[config.mk]
export PLATFORM = sky130hd
export DESIGN_NAME = mwm_fifo
export DESIGN_NICKNAME = d
export VERILOG_FILES = /design/src/design/mwm_pkg.sv /design/src/design/mwm_fifo.sv
export SDC_FILE = /design/constraint.sdc
export NUM_CORES = 1
export LEC_CHECK = 0
export BUFFER_PORTS_ARGS = -buffer_cell sky130_fd_sc_hd__buf_4
export CORE_MARGIN = 2
export CORE_UTILIZATION = 28
export DETAILED_ROUTE_END_ITERATION = 8
export MAX_ROUTING_LAYER = met4
export PLACE_DENSITY = 0.49
export SLEW_MARGIN = 20
export SYNTH_ARGS = -nofsm -noshare
export SYNTH_HDL_FRONTEND = slang
export SYNTH_SLANG_ARGS = --single-unit
[constraint.sdc]
create_clock -name clk -period 6.5 [get_ports clk]
set_input_delay 1.3 -clock clk [delete_from_list [all_inputs] [get_ports clk]]
set_output_delay 1.3 -clock clk [all_outputs]
set_load 0.01 [all_outputs]
[src/design/mwm_pkg.sv]
package mwm_pkg;

	// Field widths of the channels and the configuration registers.
	localparam int EFFORT_BITS = 12;
	localparam int GAIN_BITS   = 16;
	localparam int LIMIT_BITS  = 11;
	localparam int OFFSET_BITS = 12;
	localparam int PULSE_BITS  = 12;
	localparam int CFG_BITS    = 16;

	// Internal widths. The rotation product is exact, the wheel powers keep two guard bits.
	localparam int PROD_BITS  = EFFORT_BITS + GAIN_BITS + 1;
	localparam int ROT_BITS   = EFFORT_BITS + 8;
	localparam int POWER_BITS = ROT_BITS + 2;
	localparam int MAG_BITS   = POWER_BITS;
	localparam int QUOT_BITS  = LIMIT_BITS;
	localparam int NUM_BITS   = MAG_BITS + LIMIT_BITS;

	localparam int WHEELS = 4;
	localparam int QUEUE_DEPTH = 4;

	// Register reset values.
	localparam logic [GAIN_BITS-1:0]   ROTATE_GAIN_RESET   = 16'd256;
	localparam logic [LIMIT_BITS-1:0]  POWER_LIMIT_RESET   = 11'd500;
	localparam logic [OFFSET_BITS-1:0] NEUTRAL_PULSE_RESET = 12'd1500;
	localparam logic [PULSE_BITS-1:0]  PULSE_MAX = 12'd4095;

	// Wheel order inside the power vectors.
	localparam int WHEEL_LF = 0;
	localparam int WHEEL_RF = 1;
	localparam int WHEEL_LR = 2;
	localparam int WHEEL_RR = 3;

	typedef enum logic [1:0] {
		REG_ROTATE_GAIN   = 2'd0,
		REG_POWER_LIMIT   = 2'd1,
		REG_NEUTRAL_PULSE = 2'd2
	} cfg_reg_t;

	typedef logic signed [POWER_BITS-1:0] power_t;
	typedef logic [MAG_BITS-1:0] mag_t;

	typedef struct packed {
		logic signed [EFFORT_BITS-1:0] x_effort;
		logic signed [EFFORT_BITS-1:0] y_effort;
		logic signed [EFFORT_BITS-1:0] rotate_effort;
	} mix_in_t;

	typedef struct packed {
		logic [PULSE_BITS-1:0] pulse_left_front;
		logic [PULSE_BITS-1:0] pulse_right_front;
		logic [PULSE_BITS-1:0] pulse_left_rear;
		logic [PULSE_BITS-1:0] pulse_right_rear;
		logic                  was_scaled;
	} mix_out_t;

	// One classified item as it travels from the front end to the back end.
	typedef struct packed {
		power_t [WHEELS-1:0] power;
		mag_t   [WHEELS-1:0] mag;
		mag_t                max_mag;
		logic                scaled;
	} mix_item_t;

endpackage

[src/design/mwm_fifo.sv]
module mwm_fifo #(
	parameter int DEPTH = mwm_pkg::QUEUE_DEPTH
) (
	input  logic               clk,
	input  logic               arst_n,
	input  logic               push_valid,
	output logic               push_ready,
	input  mwm_pkg::mix_item_t push_data,
	output logic               pop_valid,
	input  logic               pop_ready,
	output mwm_pkg::mix_item_t pop_data
);

	localparam int PTR_W = (DEPTH > 1) ? $clog2(DEPTH) : 1;
	localparam int CNT_W = $clog2(DEPTH + 1);

	mwm_pkg::mix_item_t entry_q [DEPTH];
	logic [PTR_W-1:0] wr_ptr_q, rd_ptr_q;
	logic [CNT_W-1:0] count_q;
	logic             do_push, do_pop;

	assign push_ready = count_q != CNT_W'(DEPTH);
	assign pop_valid  = count_q != '0;
	assign pop_data   = entry_q[rd_ptr_q];
	assign do_push    = push_valid && push_ready;
	assign do_pop     = pop_valid && pop_ready;

	// Pointers and fill count.
	always_ff @(posedge clk or negedge arst_n) begin
		if (!arst_n) begin
			wr_ptr_q <= '0;
			rd_ptr_q <= '0;
			count_q  <= '0;
		end else begin
			if (do_push) begin
				wr_ptr_q <= (wr_ptr_q == PTR_W'(DEPTH - 1)) ? '0 : wr_ptr_q + 1'b1;
			end
			if (do_pop) begin
				rd_ptr_q <= (rd_ptr_q == PTR_W'(DEPTH - 1)) ? '0 : rd_ptr_q + 1'b1;
			end
			if (do_push && !do_pop) begin
				count_q <= count_q + 1'b1;
			end else if (do_pop && !do_push) begin
				count_q <= count_q - 1'b1;
			end
		end
	end

	// Entry storage.
	always_ff @(posedge clk) begin
		if (do_push) begin
			entry_q[wr_ptr_q] <= push_data;
		end
	end

	a_count_bound: assert property (@(posedge clk) disable iff (!arst_n)
		count_q <= CNT_W'(DEPTH))
		else $error("queue fill count exceeds its depth");

	a_push_shows: assert property (@(posedge clk) disable iff (!arst_n)
		do_push && count_q == '0 |=> pop_valid)
		else $error("transfer into an empty queue did not appear at its head");

endmodule

After elaboration in Yosys (flattened, before gate mapping)
Memory sizes are Yosys's and may differ from the RTL's.
Cells that the tools add are included.

word-level totals
  bits of input ports = 203
  word-level logic and storage cells = 25
  ROM bits = 0
  output and inout port bits = 201
  memory bits (writable) = 796
  flip-flop bits (word level) = 7
  memories = 1
  latch bits = 0

operators by class
  equality and inequality tests = 3
  order comparisons = 0
  add/subtract/negate cells = 4
  multiply operators = 0
  shifts and indexed selects = 0
  div/mod/pow operators = 0
  reductions and logical operators = 8
  muxes and demuxes = 6
  bitwise gates (word level) = 0

memories
  name     words  bits a word  rd ports  clocked after Yosys merged registers in  wr ports  line            source
  entry_q  4      199          1         0                                        1         mwm_fifo.sv:17  mwm_pkg::mix_item_t entry_q [DEPTH];

operators with widths
  cell                                              number
  2-to-1 mux 3 bit                                  2
  adder 2 x 1 -> 2 bit, second input constant       2
  == test 2 bit, second input constant              2
  logical AND 1 bit                                 4
  2-to-1 mux 2 bit                                  2
  adder 3 x 1 -> 3 bit, second input constant       1
  != test 3 bit, second input constant              1
  nonzero test 3 bit                                1
  subtractor 3 x 1 -> 3 bit, second input constant  1
  zero test 1 bit                                   2
  2-to-1 mux 1 bit                                  2
  nonzero test 2 bit                                1

Logic depth before layout (Yosys ltp)
  word-level depth = 6
  gate-level depth with buffers = 8
  mapped depth without buffers = 8

Least setup slack after synthesis
OpenSTA, ideal clock, no wires.

  path kind = input to register
  from = input port push_valid
  to = memory entry_q[3][0] (netlist bit) (enable)
  setup slack = 2.319 ns
  path buffers = 0
  data arrival time = 3.709 ns
  library setup time = 0.472 ns
  cell stages on the path = 1
  required time = 6.028 ns
  path through = and3_2

on the way
  cells in the longest elaborated chain, start to end = 3

RTL lines
  what                                    line            source
  start: declaration                      mwm_fifo.sv:6   input logic push_valid,
  logical AND 1 bit                       mwm_fifo.sv:25  assign do_push = push_valid && push_ready;
  2-to-1 mux 1 bit                        mwm_fifo.sv:51  if (do_push) begin
  2-to-1 mux 1 bit (not written as such)  mwm_fifo.sv:52  entry_q[wr_ptr_q] <= push_data;
  end: declaration                        mwm_fifo.sv:17

No other way between the ends.

==> results.sh <==
export IMPL_status="complete, no violations"
export IMPL_power_density_nw_per_um2=467
export IMPL_wl_per_cell_um=21.2
export IMPL_first_pass_iters=4
export IMPL_numCtsBuffers=90
export IMPL_finalHoldViolations=0
export IMPL_critical_path_arrival_ns=2.92
export IMPL_avgViaCountPerCell=4.31
export IMPL_most_common_layout_cells="edfxtp_1, buf_4, mux4_2"
export IMPL_crit_required_ns=5.20
export IMPL_power_total_mw=17.2
export IMPL_chipHeight_um=327
export IMPL_synth_seq_cells=803
export IMPL_ys_seq_area_share_pct=82.6
export IMPL_setup_viol=0
export IMPL_dp_cells=2828
export IMPL_fin_util_pct=35.5
export IMPL_finalWorstSetupSlack_ns=2.28
export IMPL_grt_pass1_wl_mm=93.7
export IMPL_num_rows=118
export IMPL_rsz0062_at_grt="false"
export IMPL_cp_max_fo=64
export IMPL_syn_nets=1286
export IMPL_drv_cap=0
export IMPL_core_um2=103000
export IMPL_syn_area_um2=29200
export IMPL_cts_setup_buffers=0
export IMPL_initial_core_util_pct=28.2
export IMPL_grt_max_degree=92
export IMPL_grtUsageTotal_pct=12.2
export IMPL_yosysUniqueCellTypes=21
export IMPL_areaGrowthSynthToFinish_pct=26.0
export IMPL_ioPinCount=404
export IMPL_fin_cells=3005
export IMPL_drc=0
export IMPL_clockBufferDepth=3
export IMPL_clkSinkCount=803
export IMPL_layout_commonest_cell="edfxtp_1"
export IMPL_drv_slew=0
export IMPL_dp_hpwl_mm=36.8
export IMPL_clock_root_buffer="clkbuf_16"
export IMPL_ant_nets=0
export IMPL_fmax_ghz=0.237
export IMPL_leakage_nw=12.2
export IMPL_finalWorstPathRequiredPeriod_ns=4.22
export IMPL_cts_tree="done"
export IMPL_holdWs_ns=0.490
export IMPL_die_x_um=327
export IMPL_cts_resized=0
export IMPL_fin_nets=1750
export IMPL_synth_yosys_warnings=0
export IMPL_gp_congestion=0.700
export IMPL_initialDrtViolationCount=780
export IMPL_placed_area_um2=33900
export IMPL_grt_overflow=0
export IMPL_die_area_um2=107000
export IMPL_relSlewSlack_pct=34.8
export IMPL_syn_avg_cell_area_um2=27.1
export IMPL_antenna_found_initial=12
export IMPL_finalCritPeriodShare_pct=64.9
export IMPL_fill_cells=9627
export IMPL_place_port_buffers=403
export IMPL_max_slew_worst_pin_slew_ns=0.978
export IMPL_crit_path_start_kind="flop"
export IMPL_finalInstanceArea_um2=36700
export IMPL_fin_skew_ns=0.0188
export IMPL_hold_path_class="primary input to asynchronous set/reset pin"
export IMPL_clk_latency_ns=0.65
export IMPL_drive_above_1_share_pct=46.6
export IMPL_clk_pin_slew_ns=0.05
export IMPL_cts_max_level=3
export IMPL_dp_slack_ns=2.84
export IMPL_cp_end_kind="output pin"
export IMPL_dr_total_vias=13000
export IMPL_synth_cells=1076
export IMPL_peakVddDrop_mv=0.257
export IMPL_crit_type="flop to output pin"
export IMPL_holdBufCountCts=0
export IMPL_totalWireLength_mm=63.7
export IMPL_first_global_vias=14000
export IMPL_finalSetupTns_ns=0
==> report_power, final <==
group          switching [mW]  internal, mW
clock                    1.98          2.89
sequential              0.315          6.84
combinational            2.62          2.52
total                    4.92          12.2
==> area by class of cell <==
class                      instances  area (um2)  share of cell area, %
clock inverter                    48         392                   1.07
clock buffer                     115        2450                   6.68
tap                             1380        1730                   4.70
inverter                           3        11.3                 0.0307
sequential                       803       24100                   65.6
timing repair buffer             417        3280                   8.93
antenna                           14        35.0                 0.0954
multi-input combinational        225        4750                   12.9
==> worst paths after layout <==
| check | from | endpoint | slack [ns] | depth (start not counted) |
|---|---|---|---|---|
| worst max-delay path | rd_ptr_q[0]$_DFFE_PN0P_ | pop_data[120] | 2.28 | 3 |
| worst min-delay path | arst_n | rd_ptr_q[0]$_DFFE_PN0P_ | 0.49 | 1 |
| worst max register to register | wr_ptr_q[0]$_DFFE_PN0P_ | entry_q[0][193]$_DFFE_PP_ | 3.97 | 4 |
| worst min register to register | count_q[2]$_DFFE_PN0P_ | count_q[2]$_DFFE_PN0P_ | 0.51 | 1 |
| max in group asynchronous | arst_n | rd_ptr_q[1]$_DFFE_PN0P_ | 5.85 | 1 |
| min in group clk | count_q[2]$_DFFE_PN0P_ | count_q[2]$_DFFE_PN0P_ | 0.51 | 1 |
==> state kept, by name, summed over array words and instances (netlist names) <==
name,count
rd_ptr_q,2
entry_q,796
wr_ptr_q,2
count_q,3
==> cell usage after synthesis <==
cell | number | share of area (%)
edfxtp_1 | 796 | 82
mux4_2 | 199 | 15
buf_6 | 21 | 0.81
buf_1 | 16 | 0.21
dfrtp_1 | 7 | 0.60
ha_1 | 6 | 0.26
buf_2 | 5 | 0.086
and3_2 | 4 | 0.10
inv_1 | 3 | 0.039
mux2_2 | 3 | 0.12
nor2_1 | 3 | 0.039
clkbuf_1 | 2 | 0.026
mux2_4 | 2 | 0.10
xor2_1 | 2 | 0.060
and2_4 | 1 | 0.030
buf_4 | 1 | 0.026
fa_1 | 1 | 0.069
nand2_1 | 1 | 0.013
or3_2 | 1 | 0.026
or3b_4 | 1 | 0.039
xnor2_1 | 1 | 0.030
==> per-layer routing <==
metal / part of all wire, % / vias up / GRT usage (%)
met5: 0 / - / -
met2: 48 / 380 / 18.7
li1: - / 5659 / -
met1: 41 / 6811 / 14.7
met4: 2.8 / 0 / 4.05
met3: 8.3 / 108 / 4.94
==> logic make-up after synthesis <==
| family | Yosys count | share of synthesized area, % |
|---|---|---|
| mux | 204 | 15.6 |
| fa+ha+maj | 7 | 0.326 |
| buf+inv | 48 | 1.19 |
| simple gates | 11 | 0.249 |
| xor+xnor | 3 | 0.0901 |
| flops | 803 | 82.6 |
==> critical path, cell delays in order, from the launching register on <==
cell and delay (ns):
dfrtp_4 0.85, buf_12 0.52, mux4_2 0.61, buf_4 0.17
Note: power is estimated with default switching activity, not from simulation.
