File: src/design/mwm_pkg.sv
package mwm_pkg;

	// Field widths of the channels and the configuration registers.
	localparam int EFFORT_BITS = 12;
	localparam int GAIN_BITS   = 16;
	localparam int LIMIT_BITS  = 11;
	localparam int OFFSET_BITS = 12;
	localparam int PULSE_BITS  = 12;
	localparam int CFG_BITS    = 16;

	// Internal widths. The rotation product is exact, the wheel powers keep two guard bits.
	localparam int PROD_BITS  = EFFORT_BITS + GAIN_BITS + 1;
	localparam int ROT_BITS   = EFFORT_BITS + 8;
	localparam int POWER_BITS = ROT_BITS + 2;
	localparam int MAG_BITS   = POWER_BITS;
	localparam int QUOT_BITS  = LIMIT_BITS;
	localparam int NUM_BITS   = MAG_BITS + LIMIT_BITS;

	localparam int WHEELS = 4;
	localparam int QUEUE_DEPTH = 4;

	// Register reset values.
	localparam logic [GAIN_BITS-1:0]   ROTATE_GAIN_RESET   = 16'd256;
	localparam logic [LIMIT_BITS-1:0]  POWER_LIMIT_RESET   = 11'd500;
	localparam logic [OFFSET_BITS-1:0] NEUTRAL_PULSE_RESET = 12'd1500;
	localparam logic [PULSE_BITS-1:0]  PULSE_MAX = 12'd4095;

	// Wheel order inside the power vectors.
	localparam int WHEEL_LF = 0;
	localparam int WHEEL_RF = 1;
	localparam int WHEEL_LR = 2;
	localparam int WHEEL_RR = 3;

	typedef enum logic [1:0] {
		REG_ROTATE_GAIN   = 2'd0,
		REG_POWER_LIMIT   = 2'd1,
		REG_NEUTRAL_PULSE = 2'd2
	} cfg_reg_t;

	typedef logic signed [POWER_BITS-1:0] power_t;
	typedef logic [MAG_BITS-1:0] mag_t;

	typedef struct packed {
		logic signed [EFFORT_BITS-1:0] x_effort;
		logic signed [EFFORT_BITS-1:0] y_effort;
		logic signed [EFFORT_BITS-1:0] rotate_effort;
	} mix_in_t;

	typedef struct packed {
		logic [PULSE_BITS-1:0] pulse_left_front;
		logic [PULSE_BITS-1:0] pulse_right_front;
		logic [PULSE_BITS-1:0] pulse_left_rear;
		logic [PULSE_BITS-1:0] pulse_right_rear;
		logic                  was_scaled;
	} mix_out_t;

	// One classified item as it travels from the front end to the back end.
	typedef struct packed {
		power_t [WHEELS-1:0] power;
		mag_t   [WHEELS-1:0] mag;
		mag_t                max_mag;
		logic                scaled;
	} mix_item_t;

endpackage

File: src/design/mwm_front.sv
module mwm_front (
	input  logic                                 clk,
	input  logic                                 arst_n,
	input  logic                                 in_valid,
	output logic                                 in_ready,
	input  mwm_pkg::mix_in_t                     in_data,
	input  logic [mwm_pkg::GAIN_BITS-1:0]        rotate_gain,
	input  logic [mwm_pkg::LIMIT_BITS-1:0]       power_limit,
	output logic                                 push_valid,
	input  logic                                 push_ready,
	output mwm_pkg::mix_item_t                   push_data
);

	localparam int E  = mwm_pkg::EFFORT_BITS;
	localparam int PB = mwm_pkg::PROD_BITS;
	localparam int RB = mwm_pkg::ROT_BITS;
	localparam int WB = mwm_pkg::POWER_BITS;
	localparam int MB = mwm_pkg::MAG_BITS;
	localparam int NW = mwm_pkg::WHEELS;

	logic adv;
	logic valid_s1, valid_s2, valid_s3, valid_s4, valid_s5;

	logic signed [E-1:0]  x_s1, y_s1, r_s1;
	logic signed [E-1:0]  x_s2, y_s2;
	logic signed [PB-1:0] prod_s2;
	mwm_pkg::power_t [NW-1:0] power_s3;
	mwm_pkg::power_t [NW-1:0] power_s4;
	mwm_pkg::mag_t   [NW-1:0] mag_s4;
	mwm_pkg::mix_item_t       item_s5;

	logic signed [PB-1:0] prod_biased;
	logic signed [RB-1:0] rot;
	logic signed [WB-1:0] x_ext, y_ext, r_ext;
	mwm_pkg::mag_t        max01, max23, max_all;

	// The whole front pipeline moves unless its last stage cannot hand off to the queue.
	assign adv        = !valid_s5 || push_ready;
	assign in_ready   = adv;
	assign push_valid = valid_s5;
	assign push_data  = item_s5;

	always_ff @(posedge clk or negedge arst_n) begin
		if (!arst_n) begin
			valid_s1 <= 1'b0;
			valid_s2 <= 1'b0;
			valid_s3 <= 1'b0;
			valid_s4 <= 1'b0;
			valid_s5 <= 1'b0;
		end else if (adv) begin
			valid_s1 <= in_valid;
			valid_s2 <= valid_s1;
			valid_s3 <= valid_s2;
			valid_s4 <= valid_s3;
			valid_s5 <= valid_s4;
		end
	end

	// Rotation scaled by the Q8.8 gain, truncated toward zero.
	assign prod_biased = prod_s2 + $signed({{(PB-8){1'b0}}, {8{prod_s2[PB-1]}}});
	assign rot         = prod_biased[RB+7:8];
	assign x_ext       = WB'(x_s2);
	assign y_ext       = WB'(y_s2);
	assign r_ext       = WB'(rot);

	// Largest magnitude of the four wheels.
	assign max01   = (mag_s4[0] > mag_s4[1]) ? mag_s4[0] : mag_s4[1];
	assign max23   = (mag_s4[2] > mag_s4[3]) ? mag_s4[2] : mag_s4[3];
	assign max_all = (max01 > max23) ? max01 : max23;

	always_ff @(posedge clk) begin
		if (adv) begin
			x_s1 <= in_data.x_effort;
			y_s1 <= in_data.y_effort;
			r_s1 <= in_data.rotate_effort;

			x_s2    <= x_s1;
			y_s2    <= y_s1;
			prod_s2 <= PB'(r_s1) * PB'($signed({1'b0, rotate_gain}));

			power_s3[mwm_pkg::WHEEL_LF] <= x_ext + y_ext + r_ext;
			power_s3[mwm_pkg::WHEEL_RF] <= x_ext - y_ext + r_ext;
			power_s3[mwm_pkg::WHEEL_LR] <= r_ext - x_ext + y_ext;
			power_s3[mwm_pkg::WHEEL_RR] <= r_ext - x_ext - y_ext;

			power_s4 <= power_s3;
			for (int w = 0; w < NW; w++) begin
				mag_s4[w] <= power_s3[w][WB-1] ? MB'($unsigned(-power_s3[w]))
				                               : MB'($unsigned(power_s3[w]));
			end

			item_s5.power   <= power_s4;
			item_s5.mag     <= mag_s4;
			item_s5.max_mag <= max_all;
			item_s5.scaled  <= max_all > MB'(power_limit);
		end
	end

endmodule

File: config.mk
export PLATFORM = sky130hd
export DESIGN_NAME = mwm_front
export DESIGN_NICKNAME = d
export VERILOG_FILES = /design/src/design/mwm_pkg.sv /design/src/design/mwm_front.sv
export SDC_FILE = /design/constraint.sdc
export NUM_CORES = 1
export LEC_CHECK = 0
export ABC_AREA = 1
export BUFFER_PORTS_ARGS = -buffer_cell sky130_fd_sc_hd__buf_2
export CAP_MARGIN = 40
export CORE_ASPECT_RATIO = 0.7
export CORE_MARGIN = 4
export CORE_UTILIZATION = 55
export CTS_CLUSTER_SIZE = 25
export DETAILED_ROUTE_END_ITERATION = 12
export GPL_TIMING_DRIVEN = 0
export PLACE_DENSITY = 0.73
export SLEW_MARGIN = 20
export SYNTH_ARGS = -nofsm -noshare
export SYNTH_HDL_FRONTEND = slang
export SYNTH_SLANG_ARGS = --single-unit
File: constraint.sdc
create_clock -name clk -period 19.4 [get_ports clk]
set_clock_uncertainty 0.1 [all_clocks]
set_input_delay 0.97 -clock clk [delete_from_list [all_inputs] [get_ports clk]]
set_output_delay 0.97 -clock clk [all_outputs]
set_load 0.05 [all_outputs]
# Word level (Yosys, flattened, before mapping)
# Cells that the tools add are included.
[word_totals] output_inout_bits=201 reg_bits=557 word_cells=63 input_bits=67
[op_classes] n_reduce_logical=2 add_sub_neg=12 n_lt_le_gt_ge=4 muxes=7 multipliers=1
[ops] operator="22-bit negator" n=4
[ops] operator="21-bit 2-to-1 mux" n=4
[ops] operator="22-bit greater-than comparator" n=3
[ops] operator="22-bit 2-to-1 mux" n=3
[ops] operator="13-bit by 20-bit adder with 21-bit output" n=2
[ops] operator="12-bit by 17-bit multiplier with 29-bit output" n=1
[ops] operator="28-bit by 9-bit adder with 28-bit output" n=1
[ops] operator="21-bit by 12-bit adder with 22-bit output" n=1
[ops] operator="22-bit by 11-bit greater-than comparator with 1-bit output" n=1
[ops] operator="21-bit by 12-bit subtractor with 22-bit output" n=1
[ops] operator="20-bit by 12-bit subtractor with 21-bit output" n=1
[ops] operator="12-bit by 12-bit adder with 13-bit output" n=1
[ops] operator="12-bit by 12-bit subtractor with 13-bit output" n=1
[ops] operator="1-bit zero test" n=1
[ops] operator="1-bit logical OR" n=1

# Longest topological paths before layout
# Gate-level depths: netlist of the first run.
[depth] word_depth=5 mapped_depth=42 mapped_depth_nobuf=39

# Worst setup path after synthesis of the first run
# Ideal clock, no wire load.
[synth_timing] path_type="input to register" start="in push_ready" end="reg valid_s1" cell_stages=3 n_path_buf=0 setup_ns=0.129 path_slack_ns=5.056 required_time_ns=19.171 arrival_time_ns=14.115 path_cell_list="inv_1 > nand2_1 > mux2_2"
[synth_via] elab_chain_len=1
[synth_lines] element="from (decl)" line="mwm_front.sv:10" source="input logic push_ready,"
[synth_lines] element="1-bit logical OR" line="mwm_front.sv:38" source="assign adv = !valid_s5 || push_ready;"
[synth_lines] element="net in_ready" line="mwm_front.sv:5" source="output logic in_ready,"
[synth_lines] element="to (signal assigned)" line="mwm_front.sv:51" source="valid_s1 <= in_valid;"
[synth_lines] element="to (decl)" line="mwm_front.sv:22" source="logic valid_s1, valid_s2, valid_s3, valid_s4, valid_s5;"
# The timed path passes the listed nets, and every way through them passes these cells.
# A chain may end at the register's enable or synchronous reset.

# Final worst setup path of the first run
[layout_timing] start="reg prod_s2[28]" end="reg power_s3[87] (netlist name), data pin"
[layout_via] elab_chain_len=3
[layout_lines] element="from (decl)" line="mwm_front.sv:26" source="logic signed [PB-1:0] prod_s2;"
[layout_lines] element="from (signal assigned)" line="mwm_front.sv:79" source="prod_s2 <= PB'(r_s1) * PB'($signed({1'b0, rotate_gain}));"
[layout_lines] element="28-bit by 9-bit adder with 28-bit output" line="mwm_front.sv:60" source="assign prod_biased = prod_s2 + $signed({{(PB-8){1'b0}}, {8{prod_s2[PB-1]}}});"
[layout_lines] element="20-bit by 12-bit subtractor with 21-bit output" line="mwm_front.sv:84" source="power_s3[mwm_pkg::WHEEL_RR] <= r_ext - x_ext - y_ext;"
[layout_lines] element="21-bit by 12-bit subtractor with 22-bit output" line="mwm_front.sv:84"
[layout_lines] element="to (signal, indexed assignment)" line="mwm_front.sv:82" source="power_s3[mwm_pkg::WHEEL_RF] <= x_ext - y_ext + r_ext;"
[layout_lines] element="to (signal, indexed assignment)" line="mwm_front.sv:83" source="power_s3[mwm_pkg::WHEEL_LR] <= r_ext - x_ext + y_ext;"
[layout_lines] element="to (signal, indexed assignment)" line="mwm_front.sv:84"
[layout_lines] element="to (decl)" line="mwm_front.sv:27" source="mwm_pkg::power_t [NW-1:0] power_s3;"
# No other way between the ends.

==> run_results.csv, run 1 <==
group,metric,value,unit
cts,clock_latency,0.60,ns
cts,cts_setup_buffers,0,
final_layout,area_growth,12.8,%
worst_setup_path,cp.buffers_inverters,3,
final_layout,final_nets,4144,
route,finalWirelength,82200,um
worst_setup_path,start_kind,"flip-flop",
floorplan,io_pins,268,
cts,cts_tree,"done",
route,drc,0,
global_routing,track_usage,24.7,%
timing,fin_crit,6.65,ns
worst_setup_path,crit_required,19.64,ns
final_layout,final_common_cell,"nand2_1",
timing,slew_violations,0,
yosys,synthFlopType,"edfxtp_1",
worst_setup_path,critPathTopFamily,"simple AND/OR/NAND/NOR gates",
global_routing,antenna_found_initial,1,
final_layout,antenna_cells,0,
flow_run,drv_cap,0,
worst_setup_path,cpMostUsedCell,"nand2_1",
yosys,seq_area_frac_synth,47.0,%
floorplan,rows,75,
route,via_per_inst,5.35,
cts,cts_buffers,51,
timing,max_slew_margin,40.9,%
yosys,synthesis.instances,3284,
worst_setup_path,critPathSlowestCell,"xor2_1",
worst_setup_path,critPathMaxStageDelay,0.72,ns
route,wl_per_cell,18.4,um
yosys,synth.area.top_cells,"edfxtp_1 (47%), fa_1 (11%), ha_1 (10%), nand2_1 (7.0%), inv_1 (6.3%)",
worst_setup_path,criticalPathCategory,"reg -> reg",
cts,postCtsHoldBufs,0,
yosys,async_reset_ff_share,0.936,%
floorplan,start_util,56.1,%
floorplan,die-area,66000,um^2
place,gp_congestion,0.942,
cts,ctsRootBufferMaster,"clkbuf_16",
route,vias,23900,
timing,setup_viol,0,
route,drt_first_pass_iters,8,
worst_setup_path,crit_fanout,9,
timing,max_freq,0.150,GHz
yosys,yosysWarnings,0,
cts,cts_max_level,2,
place,dp_hpwl,66300,um
yosys,postSynthAreaPerCell,10.4,um^2
final_layout,multi_input_area,15500,um^2
yosys,yosysTopAreaCellShare,46.7,%
run_status,outcome,"completed",
route,final_antenna_net_count,0,
yosys,synth_area_leader_cell,"edfxtp_1",
timing,hold_viol,0,
yosys,synth_area,34000,um^2
timing,post-route-period-util,34.3,%
floorplan,die_x,305,um
yosys,synth_cell_types,60,
min_path,min_path_type,"in -> async",
floorplan,dieHeight,216,um
final_layout,layout-drive-gt1-share,12.6,%
cts,cts_sinks,534,
yosys,ys_ff_latch,534,
final_layout,final_cell_mix,"nand2_1 (638), inv_1 (567), edfxtp_1 (529)",
worst_setup_path,cp_data_arrival_time,6.89,ns
route,drt_iter0_markers,2159,
cts,cts.reportedPaths.clkPinSlew,0.06,ns
timing,finalSetupTns,0,ns
global_routing,grt_max_degree,63,
global_routing,gr-total-overflow,0,
timing,tightest_slew,0.884,ns
worst_setup_path,end_kind,"flip-flop",
cts,clockBufferDepth,3,
timing,rsz0062_at_grt,"no",
yosys,synth-edff-count,529,
cts,cts_resized,0,
global_routing,first_global_vias,22800,
final_layout,fill_cells,4883,
place,port_buffers,267,
final_layout,final-seq-area,16000,um^2
global_routing,grt_pass1_wl,128000,um
floorplan,core,60600,um^2
sequential cells by signal, indices dropped and copies added, names as in the netlist, 12 cells and up:
name	count
mag_s4	84
power_s3	83
power_s4	83
prod_s2	29
push_data	190
r_s1	12
x_s1	12
x_s2	12
y_s1	12
y_s2	12
worst paths after layout:
path | start | end | slack, ns | cells after the start
max | prod_s2[28] | power_s3[87] | 12.75 | 25
min | arst_n | valid_s1 | 0.07 | 1
max reg2reg | prod_s2[28] | power_s3[87] | 12.75 | 25
min reg2reg | power_s4[69] | push_data[180] | 0.31 | 0
max in group asynchronous | arst_n | push_valid | 19.00 | 1
min in group clk | power_s4[69] | push_data[180] | 0.31 | 0
per-layer routing:
layer	track usage [%]	routed length (um)	vias up
met5	0	16	-
met4	5.29	1600	2
met3	6.81	9300	102
met2	35.6	34100	1010
met1	37.7	37200	11300
li1	-	-	11400
layout make-up:
class / count / share of cell area, %
clock inverters: 33 / 0.897
plain buffers: 82 / 1.03
well taps: 808 / 2.63
repair buffers: 281 / 4.30
multi-input cells: 2093 / 40.3
clock buffers: 60 / 3.47
inverters: 576 / 5.64
flip-flops and latches: 534 / 41.7
cells in the mapped netlist (all sizes together), types with 4 or more instances:
master,n
a21oi,164
a21boi,12
and2,12
dfrtp,5
xor2,137
a21o,10
o211ai,6
nand2,646
clkbuf,49
a31oi,11
a211oi,4
nand3,125
nor3,38
edfxtp,529
xnor2,55
nor4,18
or2,20
inv,575
buf,33
o21ai,120
nor2,181
nand4,28
ha,273
o31ai,10
fa,185
o21bai,17
cells by family after synthesis:
family,after synthesis,synth area share [%]
simple gates,1074,13.3
buf+inv,658,7.52
flops,534,47.0
fa+ha+maj,458,20.9
compound gates,364,6.12
xor+xnor,192,4.94
mux,3,0.0993
other cells,1,0.0110
through the flow:
step / worst slack, ns / util [%] / instance area [um^2] / hold WS [ns] / instances
final: 12.75 / 63.3 / 38400 / 0.0723 / 4467
after global routing: 12.36 / 63.3 / 38400 / 0.0489 / 4467
after CTS: 12.75 / 63.3 / 38400 / 0.0408 / 4466
after detailed placement: 12.80 / 60.5 / 36700 / 0.305 / 4373
after global placement: -0.0267 / 60.0 / 36400 / 0.301 / 4360
after floorplan: 5.06 / - / 34000 / 0.300 / 3285
Power of run 1 is left out: the tool's default activity adds up to more than one toggle a clock period on the data nets, which glitch-free logic cannot reach.
==> run 2: changes to the inputs <==
- PLACE_DENSITY: 0.73 -> 0.76
- clock period: 19.4 -> 5.5 ns (I/O delays scaled with it)
==> run 2 against run 1 <==
  * Cell count up 1.7%
  * Non-clock buffer count up 74
  * Setup slack worse by 13 ns
  * Die area unchanged
  * Wire length up 3.0%
  * Global-route usage up 0.49 points
  * Hold slack better by 0.16 ns
  * Cell area up 4.6%
  * Core utilization up 2.9 points
  * Flip-flop and latch count unchanged
  * Critical path type unchanged
==> run_results.csv, run 2 (synthesis results as in run 1) <==
group,metric,value,unit
floorplan,core,60600,um^2
timing,max_freq,0.185,GHz
final_layout,final_cell_mix,"nand2_1 (618), inv_1 (564), edfxtp_1 (529)",
floorplan,dieHeight,216,um
timing,slew_violations,0,
route,drt_first_pass_iters,6,
worst_setup_path,criticalPathCategory,"reg -> reg",
route,via_per_inst,5.41,
timing,post-route-period-util,98.3,%
cts,cts_sinks,534,
worst_setup_path,crit_required,5.73,ns
route,finalWirelength,84700,um
route,wl_per_cell,18.6,um
route,drt_iter0_markers,2407,
route,vias,24600,
worst_setup_path,crit_start,"r_s1[11]",
run_status,outcome,"completed",
min_path,hold_start,"rotate_gain[1]",
floorplan,start_util,56.1,%
global_routing,antenna_found_initial,0,
worst_setup_path,worstPathCellList,"inv_4 > buf_6 > or2_2 > fa_1 > inv_1 > fa_1 > fa_1 > fa_1 > fa_1 > ha_4 > nand2_2 > nor2_4 > nand4_1 > o21ai_4 > nand4_1 > nand3_1 > xor2_1",
route,drc,0,
cts,cts_max_level,2,
floorplan,die-area,66000,um^2
timing,hold_viol,0,
place,place_area,36600,um^2
floorplan,io_pins,268,
final_layout,area_growth,18.0,%
min_path,min_path_type,"in -> reg",
worst_setup_path,critPathSlowestCell,"fa_1",
cts,cts_buffers,52,
worst_setup_path,cp_data_arrival_time,5.64,ns
worst_setup_path,end_kind,"flip-flop",
global_routing,grt_pass1_wl,130000,um
global_routing,track_usage,25.2,%
worst_setup_path,timing.rr.start,"r_s1[11]",
global_routing,grt_max_degree,109,
worst_setup_path,critPathMaxStageDelay,0.59,ns
place,dp_hpwl,65100,um
final_layout,final_common_cell,"nand2_1",
route,final_antenna_net_count,0,
final_layout,fin_cells,4545,
cts,clockBufferDepth,3,
worst_setup_path,critPathTopFamily,"adder cells",
flow_run,drv_cap,0,
worst_setup_path,cpMostUsedCell,"fa_1",
floorplan,die_x,305,um
cts,clock_latency,0.61,ns
cts,cts.reportedPaths.clkPinSlew,0.07,ns
timing,max_slew_margin,43.2,%
timing,rsz0062_at_grt,"yes",
final_layout,final_area,40200,um^2
global_routing,first_global_vias,23500,
place,placedCellCount,4368,
final_layout,final_nets,4219,
cts,ctsRootBufferMaster,"clkbuf_16",
worst_setup_path,cp.buffers_inverters,3,
place,gp_congestion,0.954,
global_routing,gr-total-overflow,0,
floorplan,rows,75,
cts,cts_tree,"done",
worst_setup_path,crit_fanout,10,
timing,tightest_slew,0.845,ns
final_layout,largest_reg_flops,190,
final_layout,antenna_cells,0,
timing,setup_viol,0,
final_layout,layout-drive-gt1-share,17.7,%
timing,fin_crit,5.41,ns
place,port_buffers,267,
final_layout,fin_util,66.2,%
worst_setup_path,start_kind,"flip-flop",
==> run 2: changes by cell type in the layout (fill, tap and decap cells not counted), sizes merged <==
cell         delta
buf            +52
dlygate4sd3    +39
clkbuf         -20
clkinvlp        +3
bufinv          +2
inv             +2
==> run 2: tightest hold or removal path: cells and delay by family <==
| kind | cells | cell delay (ns) |
|---|---|---|
| adder cells (fa/ha/maj) | 2 | 0.34 |
| AND/OR/NAND/NOR | 1 | 0.06 |
| buffers and inverters | 2 | 0.17 |
==> run 2: final cells by class <==
type	instances	area, um^2
repair buffers	369	2360
plain buffers	68	418
clock inverters	40	434
clock buffers	57	1320
well taps	808	1010
multi-input cells	2093	16400
inverters	576	2170
flip-flops and latches	534	16000
fillers	4546	20500
==> run 2: metal layers <==
| metal | global-route usage, % | up-vias | share of wire (%) |
|---|---|---|---|
| li1 | - | 11600 | - |
| met1 | 37.6 | 11700 | 44 |
| met2 | 36.8 | 1125 | 42 |
| met3 | 7.17 | 128 | 11 |
| met4 | 6.07 | 0 | 2.3 |
| met5 | 0 | - | 0 |
==> run 2: through the flow <==
step	TNS, ns	hold slack, ns	worst slack [ns]
floorplan	0	-0.121	0.304
global placement	-236.01	-0.00748	-1.02
detailed placement	-11.86	-0.000281	-1.04
CTS	-0.000423	0.227	-0.000369
global route	-0.750	0.257	-0.104
finish	0	0.235	0.0934
==> run 2: worst paths after layout <==
check	slack, ns	end	cells after the start
min in group asynchronous	0.49	valid_s1	3
hold reg to reg	0.30	push_data[172]	0
setup / recovery	0.09	prod_s2[26]	17
setup reg to reg	0.09	prod_s2[26]	17
hold / removal	0.24	prod_s2[2]	5
max in group asynchronous	4.61	valid_s4	3
==> run 2: timing repair <==
| item | CTS | global route |
|---|---|---|
| setup buffers | 29 | 26 |
| endpoints found under the setup margin | 32 | 39 |
| endpoints found under the hold margin | 42 | 0 |
| pin swaps | 16 | 49 |
| gates cloned | 0 | 0 |
| hold buffers | 39 | 0 |
| resized for setup | 58 | 193 |
Power of run 2 is left out for the same reason.
